$ cat config.mk
export PLATFORM = sky130hd
export DESIGN_NAME = savgol_smoothing_filter
export DESIGN_NICKNAME = d
export VERILOG_FILES = /design/src/hw/rtl/sgf_pkg.sv /design/src/hw/rtl/sgf_ram.sv /design/src/hw/rtl/sgf_mac.sv /design/src/hw/rtl/savgol_smoothing_filter.sv
export SDC_FILE = /design/constraint.sdc
export NUM_CORES = 2
export LEC_CHECK = 0
export ABC_AREA = 0
export BUFFER_PORTS_ARGS = -buffer_cell sky130_fd_sc_hd__buf_4
export CORE_MARGIN = 2
export CORE_UTILIZATION = 25
export DETAILED_ROUTE_END_ITERATION = 10
export SLEW_MARGIN = 10
export SYNTH_ARGS = -nofsm -noshare
export SYNTH_HDL_FRONTEND = slang
export SYNTH_SLANG_ARGS = --single-unit
$ cat constraint.sdc
create_clock -name clk -period 9.9 [get_ports clk]
set_clock_uncertainty 0.15 [all_clocks]
set_input_delay 1.98 -clock clk [delete_from_list [all_inputs] [get_ports clk]]
set_output_delay 1.98 -clock clk [all_outputs]
set_load 0.1 [all_outputs]
$ cat src/hw/rtl/sgf_pkg.sv
// Shared types and constants for the Savitzky-Golay smoothing filter.
// Used by sgf_mac and savgol_smoothing_filter; depends on nothing.
package sgf_pkg;

	// Field and storage geometry
	localparam int MAX_HALF    = 31;
	localparam int SAMPLE_BITS = 16;
	localparam int COEF_BITS   = 18;
	localparam int HALF_BITS   = 5;
	localparam int IDX_BITS    = 5;
	localparam int FRAC_BITS   = 16;

	localparam int COEF_DEPTH  = MAX_HALF + 1;
	localparam int COEF_AW     = $clog2(COEF_DEPTH);
	localparam int HIST_DEPTH  = 2 * (MAX_HALF + 1);
	localparam int HIST_AW     = $clog2(HIST_DEPTH);

	// Sample counter wraps from its top back to HIST_DEPTH
	localparam int CNT_BITS    = HIST_AW + 1;
	// Signed tap offset and signed signal position
	localparam int TAP_BITS    = HALF_BITS + 2;
	localparam int POS_BITS    = CNT_BITS + 3;

	localparam int PROD_BITS   = COEF_BITS + SAMPLE_BITS;
	localparam int ACC_BITS    = PROD_BITS + HALF_BITS + 2;

	localparam logic signed [ACC_BITS-1:0] ROUND_HALF =
		ACC_BITS'(1) <<< (FRAC_BITS - 1);
	localparam logic signed [ACC_BITS-1:0] SAT_MAX =
		(ACC_BITS'(1) <<< (SAMPLE_BITS - 1)) - ACC_BITS'(1);
	localparam logic signed [ACC_BITS-1:0] SAT_MIN = -SAT_MAX - ACC_BITS'(1);

	// Input beat kinds
	localparam logic ACT_COEF   = 1'b0;
	localparam logic ACT_SAMPLE = 1'b1;

	// Register map
	localparam int PADDR_BITS   = 3;
	localparam int REG_IDX_BITS = PADDR_BITS - 2;
	localparam logic [REG_IDX_BITS-1:0] REG_WINDOW_HALF = '0;
	localparam logic [HALF_BITS-1:0]    WINDOW_HALF_RST = HALF_BITS'(2);

	// Per-tap control traveling with the memory read data
	typedef struct packed {
		logic valid;
		logic first;
		logic last;
	} tap_ctl_t;

endpackage

$ cat src/hw/rtl/sgf_ram.sv
// Generic single-port-write, single-port-read RAM with registered read data.
// Standalone; no package dependency.
module sgf_ram #(
	parameter int WIDTH = 16,
	parameter int DEPTH = 64
) (
	input  logic                     clk,
	input  logic                     we,
	input  logic [$clog2(DEPTH)-1:0] waddr,
	input  logic [WIDTH-1:0]         wdata,
	input  logic                     re,
	input  logic [$clog2(DEPTH)-1:0] raddr,
	output logic [WIDTH-1:0]         rdata
);

	logic [WIDTH-1:0] mem_q [DEPTH];
	logic [WIDTH-1:0] rdata_q;

	always_ff @(posedge clk) begin
		if (we) begin
			mem_q[waddr] <= wdata;
		end
		if (re) begin
			rdata_q <= mem_q[raddr];
		end
	end

	assign rdata = rdata_q;

endmodule

$ cat src/hw/rtl/sgf_mac.sv
// Multiply-accumulate datapath: one tap product per cycle, then round and saturate.
// Depends on sgf_pkg.
module sgf_mac import sgf_pkg::*; (
	input  logic                          clk,
	input  logic                          arst_n,
	input  tap_ctl_t                      ctl_s1,
	input  logic signed [COEF_BITS-1:0]   coef_s1,
	input  logic signed [SAMPLE_BITS-1:0] smp_s1,
	output logic                          done,
	output logic signed [SAMPLE_BITS-1:0] result
);

	tap_ctl_t                     ctl_s2;
	logic signed [PROD_BITS-1:0]  prod_s2;
	logic signed [ACC_BITS-1:0]   acc_q;
	logic                         done_q;
	logic signed [ACC_BITS-1:0]   rnd;
	logic signed [ACC_BITS-1:0]   quo;

	// Tap control pipeline
	always_ff @(posedge clk or negedge arst_n) begin
		if (!arst_n) begin
			ctl_s2 <= '0;
			done_q <= 1'b0;
		end else begin
			ctl_s2 <= ctl_s1;
			done_q <= ctl_s2.valid && ctl_s2.last;
		end
	end

	// Product register, then accumulate; the first tap restarts the sum
	always_ff @(posedge clk) begin
		prod_s2 <= PROD_BITS'(coef_s1) * PROD_BITS'(smp_s1);
		if (ctl_s2.valid) begin
			if (ctl_s2.first) begin
				acc_q <= ACC_BITS'(prod_s2);
			end else begin
				acc_q <= acc_q + ACC_BITS'(prod_s2);
			end
		end
	end

	// Round half up out of Q16, then clip to the sample range
	always_comb begin
		rnd = acc_q + ROUND_HALF;
		quo = rnd >>> FRAC_BITS;
		if (quo > SAT_MAX) begin
			result = SAMPLE_BITS'(SAT_MAX);
		end else if (quo < SAT_MIN) begin
			result = SAMPLE_BITS'(SAT_MIN);
		end else begin
			result = quo[SAMPLE_BITS-1:0];
		end
	end

	assign done = done_q;

endmodule

$ cat src/hw/rtl/savgol_smoothing_filter.sv
// Savitzky-Golay smoothing filter, top level. Each output sweeps 2*half+1 taps
// (one history read per cycle), then waits for the MAC to drain and hands the
// result off; a last sample flushes up to half+1 outputs back to back.
// A coefficient beat, or a sample beat that opens no output, leaves it idle.
// Reset clears control, sets window_half to 2 and makes every coefficient read
// as zero until written; the sample history holds no reset value.
module savgol_smoothing_filter import sgf_pkg::*; (
	input  logic                          clk,
	input  logic                          arst_n,
	// input channel
	input  logic                          in_valid,
	output logic                          in_stall,
	input  logic                          action,
	input  logic [IDX_BITS-1:0]           coef_index,
	input  logic signed [COEF_BITS-1:0]   coef_value,
	input  logic signed [SAMPLE_BITS-1:0] sample,
	input  logic                          last,
	// output channel
	output logic                          out_valid,
	input  logic                          out_stall,
	output logic signed [SAMPLE_BITS-1:0] filtered,
	output logic                          end_of_signal,
	output logic                          too_short,
	// configuration port
	input  logic                          psel,
	input  logic                          penable,
	input  logic                          pwrite,
	input  logic [PADDR_BITS-1:0]         paddr,
	input  logic [31:0]                   pwdata,
	output logic [31:0]                   prdata,
	output logic                          pready
);

	localparam logic [1:0] ST_IDLE  = 2'd0;
	localparam logic [1:0] ST_RUN   = 2'd1;
	localparam logic [1:0] ST_DRAIN = 2'd2;
	localparam logic [1:0] ST_EMIT  = 2'd3;

	logic [1:0]                  state_q;
	logic [HALF_BITS-1:0]        window_half_q;
	logic [CNT_BITS-1:0]         seen_q;
	logic [CNT_BITS-1:0]         center_q;
	logic [CNT_BITS-1:0]         final_q;
	logic [CNT_BITS-1:0]         n_q;
	logic                        end_known_q;
	logic                        short_q;
	logic signed [TAP_BITS-1:0]  tap_q;
	logic [COEF_DEPTH-1:0]       coef_vld_q;

	tap_ctl_t                    ctl_s1;
	logic                        cvld_s1;

	logic                        out_valid_q;
	logic signed [SAMPLE_BITS-1:0] filtered_q;
	logic                        eos_q;
	logic                        short_out_q;

	logic                        accept;
	logic                        coef_we;
	logic                        samp_acc;
	logic [CNT_BITS:0]           c_inc;
	logic [CNT_BITS-1:0]         c_cnt;
	logic signed [POS_BITS-1:0]  c_pos;
	logic signed [POS_BITS-1:0]  half_pos;
	logic signed [POS_BITS-1:0]  fst_pos;
	logic [CNT_BITS-1:0]         fst_cnt;

	logic signed [TAP_BITS-1:0]  half_tap;
	logic                        issue;
	logic                        tap_first;
	logic                        tap_last;
	logic signed [TAP_BITS-1:0]  tap_abs;
	logic [COEF_AW-1:0]          caddr;
	logic signed [POS_BITS-1:0]  n_pos;
	logic signed [POS_BITS-1:0]  p_raw;
	logic signed [POS_BITS-1:0]  p_lo;
	logic signed [POS_BITS-1:0]  p_hi;
	logic signed [POS_BITS-1:0]  p_fin;
	logic [HIST_AW-1:0]          haddr;

	logic [COEF_BITS-1:0]        coef_rdata;
	logic [SAMPLE_BITS-1:0]      hist_rdata;
	logic signed [COEF_BITS-1:0] coef_s1;
	logic                        mac_done;
	logic signed [SAMPLE_BITS-1:0] mac_result;
	logic                        out_free;
	logic                        cfg_wr;

	// Configuration register
	assign pready = 1'b1;
	assign cfg_wr = psel && penable && pwrite && pready;

	always_ff @(posedge clk or negedge arst_n) begin
		if (!arst_n) begin
			window_half_q <= WINDOW_HALF_RST;
		end else if (cfg_wr && paddr[PADDR_BITS-1:2] == REG_WINDOW_HALF) begin
			window_half_q <= pwdata[HALF_BITS-1:0];
		end
	end

	assign prdata = (paddr[PADDR_BITS-1:2] == REG_WINDOW_HALF) ?
		32'(window_half_q) : '0;

	// Input handshake: one item at a time
	assign in_stall = (state_q != ST_IDLE);
	assign accept   = in_valid && !in_stall;
	assign coef_we  = accept && action == ACT_COEF;
	assign samp_acc = accept && action == ACT_SAMPLE;

	// New sample count and the first output center it opens
	always_comb begin
		c_inc    = {1'b0, seen_q} + (CNT_BITS + 1)'(1);
		c_cnt    = c_inc[CNT_BITS] ? CNT_BITS'(HIST_DEPTH) : c_inc[CNT_BITS-1:0];
		c_pos    = POS_BITS'(c_cnt);
		half_pos = POS_BITS'(window_half_q);
		fst_pos  = c_pos - POS_BITS'(1) - half_pos;
		fst_cnt  = (fst_pos < 0) ? '0 : fst_pos[CNT_BITS-1:0];
	end

	// Tap address generation with mirrored ends
	always_comb begin
		half_tap  = TAP_BITS'(window_half_q);
		issue     = (state_q == ST_RUN);
		tap_first = (tap_q == -half_tap);
		tap_last  = (tap_q == half_tap);
		tap_abs   = (tap_q < 0) ? -tap_q : tap_q;
		caddr     = tap_abs[COEF_AW-1:0];
		n_pos     = POS_BITS'(n_q);
		p_raw     = POS_BITS'(center_q) + POS_BITS'(tap_q);
		p_lo      = (p_raw < 0) ? (-POS_BITS'(1) - p_raw) : p_raw;
		if (end_known_q && p_lo >= n_pos) begin
			p_hi = (n_pos <<< 1) - POS_BITS'(1) - p_lo;
		end else begin
			p_hi = p_lo;
		end
		if (end_known_q && p_hi > n_pos - POS_BITS'(1)) begin
			p_fin = n_pos - POS_BITS'(1);
		end else begin
			p_fin = p_hi;
		end
		if (p_fin < 0) begin
			p_fin = '0;
		end
		haddr = p_fin[HIST_AW-1:0];
	end

	// Coefficient store; valid bits make unwritten entries read zero
	sgf_ram #(
		.WIDTH (COEF_BITS),
		.DEPTH (COEF_DEPTH)
	) u_coef_ram (
		.clk   (clk),
		.we    (coef_we),
		.waddr (coef_index[COEF_AW-1:0]),
		.wdata (coef_value),
		.re    (issue),
		.raddr (caddr),
		.rdata (coef_rdata)
	);

	// Sample history ring, indexed by position mod depth
	sgf_ram #(
		.WIDTH (SAMPLE_BITS),
		.DEPTH (HIST_DEPTH)
	) u_hist_ram (
		.clk   (clk),
		.we    (samp_acc),
		.waddr (seen_q[HIST_AW-1:0]),
		.wdata (sample),
		.re    (issue),
		.raddr (haddr),
		.rdata (hist_rdata)
	);

	always_ff @(posedge clk or negedge arst_n) begin
		if (!arst_n) begin
			coef_vld_q <= '0;
		end else if (coef_we) begin
			coef_vld_q[coef_index[COEF_AW-1:0]] <= 1'b1;
		end
	end

	// Stage 1: control aligned with the read data
	always_ff @(posedge clk or negedge arst_n) begin
		if (!arst_n) begin
			ctl_s1  <= '0;
			cvld_s1 <= 1'b0;
		end else begin
			ctl_s1.valid <= issue;
			ctl_s1.first <= tap_first;
			ctl_s1.last  <= tap_last;
			cvld_s1      <= coef_vld_q[caddr];
		end
	end

	assign coef_s1 = cvld_s1 ? $signed(coef_rdata) : '0;

	sgf_mac u_mac (
		.clk    (clk),
		.arst_n (arst_n),
		.ctl_s1 (ctl_s1),
		.coef_s1(coef_s1),
		.smp_s1 ($signed(hist_rdata)),
		.done   (mac_done),
		.result (mac_result)
	);

	assign out_free = !out_valid_q || !out_stall;

	// Sequencer: start outputs on a sample, sweep taps, hand each result off
	always_ff @(posedge clk or negedge arst_n) begin
		if (!arst_n) begin
			state_q     <= ST_IDLE;
			seen_q      <= '0;
			center_q    <= '0;
			final_q     <= '0;
			n_q         <= '0;
			end_known_q <= 1'b0;
			short_q     <= 1'b0;
			tap_q       <= '0;
		end else begin
			case (state_q)
				ST_IDLE: begin
					if (samp_acc) begin
						tap_q <= -half_tap;
						n_q   <= c_cnt;
						if (last) begin
							seen_q      <= '0;
							center_q    <= fst_cnt;
							final_q     <= c_cnt - CNT_BITS'(1);
							end_known_q <= 1'b1;
							short_q     <= (fst_pos < 0);
							state_q     <= ST_RUN;
						end else begin
							seen_q      <= c_cnt;
							center_q    <= fst_cnt;
							final_q     <= fst_cnt;
							end_known_q <= 1'b0;
							short_q     <= 1'b0;
							if (fst_pos >= 0) begin
								state_q <= ST_RUN;
							end
						end
					end
				end
				ST_RUN: begin
					if (tap_last) begin
						state_q <= ST_DRAIN;
					end else begin
						tap_q <= tap_q + TAP_BITS'(1);
					end
				end
				ST_DRAIN: begin
					if (mac_done) begin
						state_q <= ST_EMIT;
					end
				end
				ST_EMIT: begin
					if (out_free) begin
						if (center_q == final_q) begin
							state_q <= ST_IDLE;
						end else begin
							center_q <= center_q + CNT_BITS'(1);
							tap_q    <= -half_tap;
							state_q  <= ST_RUN;
						end
					end
				end
				default: begin
					state_q <= ST_IDLE;
				end
			endcase
		end
	end

	// Output register
	always_ff @(posedge clk or negedge arst_n) begin
		if (!arst_n) begin
			out_valid_q <= 1'b0;
		end else if (state_q == ST_EMIT && out_free) begin
			out_valid_q <= 1'b1;
		end else if (!out_stall) begin
			out_valid_q <= 1'b0;
		end
	end

	always_ff @(posedge clk) begin
		if (state_q == ST_EMIT && out_free) begin
			filtered_q  <= mac_result;
			eos_q       <= end_known_q && (center_q == final_q);
			short_out_q <= short_q;
		end
	end

	assign out_valid     = out_valid_q;
	assign filtered      = filtered_q;
	assign end_of_signal = eos_q;
	assign too_short     = short_out_q;

endmodule
==> results by group <==
Drt
  • Via count: 49.7k
  • Drt first pass iters: 6
  • DRC viols: 0
  • Total Wirelength: 213,000 um
  • Routed Antenna Nets: 0
  • Met3 WL post-DR: 14,600 um
  • Top Layer Used: met5
  • Iter 0 DRT Violations: 5,093
  • Vias per inst: 4.67
  • Drt wl/cell: 20.0 um
  • WL met2: 98,100 um
  • M1 WL: 93,300 um

Yosys
  • Synth top area share: 59.9%
  • Largest area contributor in the netlist: edfxtp_1
  • Synth Flop Type: edfxtp_1
  • Async SR Flop Fraction: 4.69%
  • Post-synthesis cell type count: 91
  • Post-synthesis sequential area ratio: 63.2%
  • Mapped cell area: 84,900 um2
  • Number of flops mapped to enable cells by yosys: 1,693
  • Synthesized area per cell: 14.6 um2
  • Yosys warning total: 0
  • Post-Syn Instances: 5,831
  • Synth area leaders: edfxtp_1, fa_1, mux4_2
  • Post-synthesis register bit count: 1,812

Worst hold path
  • Hold Crit Depth: 0
  • Tightest Hold Check Type: flop to flop
  • Hold path endpoint: u_mac.ctl_s2[1]
  • Min-Delay Startpoint: ctl_s1[1]

Setup path
  • Worst setup SP type: flop
  • Reg2reg setup slack: 0.43 ns
  • WS Path Type: flop to flop
  • Max stage delay on crit path: 0.72 ns
  • Critical path required time: 10.17 ns
  • Slowest cell on crit path: a311oi_1
  • Crit path DAT: 9.74 ns
  • Worst r2r dst: u_hist_ram.rdata[2]
  • Worst reg2reg path depth: 32
  • CP startpoint: center_q[0]
  • Worst r2r src: center_q[0]
  • Kind of end point of the critical path: flop
  • Worst-path fanout max: 20

Placement
  • Buffers on Ports: 78
  • Pre-CTS setup slack: 0.569 ns
  • Placed cell area: 91,600 um2
  • Routability cong.: 0.877
  • HPWL Detailed: 135,000 um

Global route
  • Total grt overflow: 0
  • GRT Util Overall: 12.0%
  • Vias in the first global route: 50.3k
  • Pin count of the biggest net entering global routing: 153
  • First-pass GRT wire length: 320,000 um
  • Initial antenna violation count: 10

Final layout
  • Area grow syn2layout: 14.9%
  • Design Area, Final: 97,500 um2
  • Nets: 6,530
  • Layout cell share with drive strength beyond 1: 15.0%

Timing
  • Max-slew violations: 0
  • # setup viols final: 0
  • Post-route setup slack: 0.432 ns
  • Min cycle time layout: 9.47 ns
  • Slew HR: 23.4%
  • RSZ-0062 raised after global routing: false
  • Measured slew at the worst slew-check pin: 1.15 ns
  • Final-report hold violation count: 0
  • Final worst path period share: 95.6%
  • TNS Setup: 0 ns
  • Fmax: 106 MHz

Clock network
  • Reg clk slew, reported paths: 0.06 ns
  • Setup Buffers After CTS: 0
  • Worst skew pair latency: 0.85 ns
  • Sinks on Clock Net: 1,812
  • Clock root cell: clkbuf_16
  • CTS buffer count: 177
  • Maximum buffer depth of the clock tree: 3
  • CTS tree: yes
  • H-tree levels: 4

Die
  • Initial core utilization: 25.2%
  • Die area: 344,000 um2
  • Core area: 337,000 um2
  • Die H: 587 um
  • # rows: 213
  • IO Count: 136
  • Chip width: 587 um

Run
  • Max cap viols: 0

Run status
  • Status: finished clean
logic make-up after synthesis:
family | after synthesis | synth area share (%)
flops | 1812 | 63.2
simple gates | 1418 | 7.76
compound gates | 928 | 7.54
buf+inv | 719 | 3.56
fa+ha+maj | 469 | 9.50
mux | 344 | 6.99
xor+xnor | 139 | 1.46
other cells | 2 | 0.00885
synthesized netlist by cell type (82+ instances only):
library cell and count:
mux2i_1 104, xnor2_1 82, nand3_1 151, buf_2 91, o21ai_0 151, mux4_2 190, nand2_1 646, fa_1 293
dfrtp_1 84, a21oi_1 125, o22ai_1 238, nor2_1 207, inv_1 377, ha_1 176, and3_1 174, clkbuf_1 179
edfxtp_1 1693
stage by stage:
stage	utilization (%)	hold slack [ns]	instances
after floorplan	-	0.181	5857
after global placement	27.2	0.185	10300
after detailed placement	27.2	0.186	10300
after CTS	28.9	0.200	10600
after global routing	28.9	0.203	10600
final	28.9	0.197	10600
layout make-up:
class	instances	area [um2]
timing repair buffer	282	2340
clock buffer	217	4630
inverter	379	1420
sequential	1812	53700
clock inverter	109	1200
tap	4515	5650
antenna	7	17.5
fill	33600	240000
multi-input combinational	3326	28600
how the worst max path moves through the flow:
| stage | endpoint | slack, ns | cells past startpoint |
|---|---|---|---|
| after global routing | u_hist_ram.rdata[6] | 0.0007 | 34 |
| after floorplan | u_hist_ram.rdata[15] | 2.62 | 34 |
| after global placement | u_hist_ram.rdata[5] | 0.63 | 32 |
| after CTS | u_hist_ram.rdata[5] | 0.50 | 32 |
| final | u_hist_ram.rdata[2] | 0.43 | 32 |
| after detailed placement | u_hist_ram.rdata[5] | 0.57 | 32 |
flip-flops by register name (all words and copies together) (netlist names), 2 cells and up:
register	flops
u_hist_ram.mem_q	1024
u_coef_ram.mem_q	576
u_mac.acc_q	41
u_mac.prod_s2	34
coef_vld_q	32
u_coef_ram.rdata	18
filtered	16
u_hist_ram.rdata	16
center_q	7
final_q	7
n_q	7
seen_q	7
tap_q	7
window_half_q	5
ctl_s1	3
u_mac.ctl_s2	3
state_q	2
cells in the final DEF (no fill, tap or decap), drive strengths merged, types with 16 or more instances in the layout:
master   instances
or2             43
conb            28
a2111oi         16
dfrtp           84
o221ai          23
a21oi          127
clkbuf         217
a21o            40
a311oi          31
and2            26
and3           174
a32o            18
inv            385
a32oi           48
nor2           209
ha             176
a22oi           16
xnor2           83
nor3            37
edfxtp        1693
nand4           18
clkinv          79
mux2i          108
buf            282
a211oi          23
nor2b           17
a221oi          42
nand3          151
fa             293
o22ai          240
o21ai          157
xor2            56
mux2            46
or3             16
nand2b          41
dfxtp           34
a211o           16
nand2          646
mux4           190
repair_timing:
item | in CTS | in global routing
hold buffers | 0 | 0
setup endpoints to repair | 0 | 3
gates resized for setup | 0 | 3
critical path: cells and delay by family (launching register included):
family	cells	cell delay (ns)
AO/OA/AOI/OAI	11	3.25
AND/OR/NAND/NOR	7	1.36
adder cells (fa/ha/maj)	4	1.28
multiplexers	3	1.07
buffers and inverters	5	0.75
XOR/XNOR	2	0.65
flip-flops	1	0.46
metal layers:
layer  vias to the layer above  global-route usage, %
li1                      22100                      -
met1                     25400                   16.6
met2                      1864                   19.2
met3                       338                   1.92
met4                         2                   4.10
met5                         -                      0
Power is left out: the tool's default activity adds up to more than one toggle a clock period on the data nets, which glitch-free logic cannot reach.
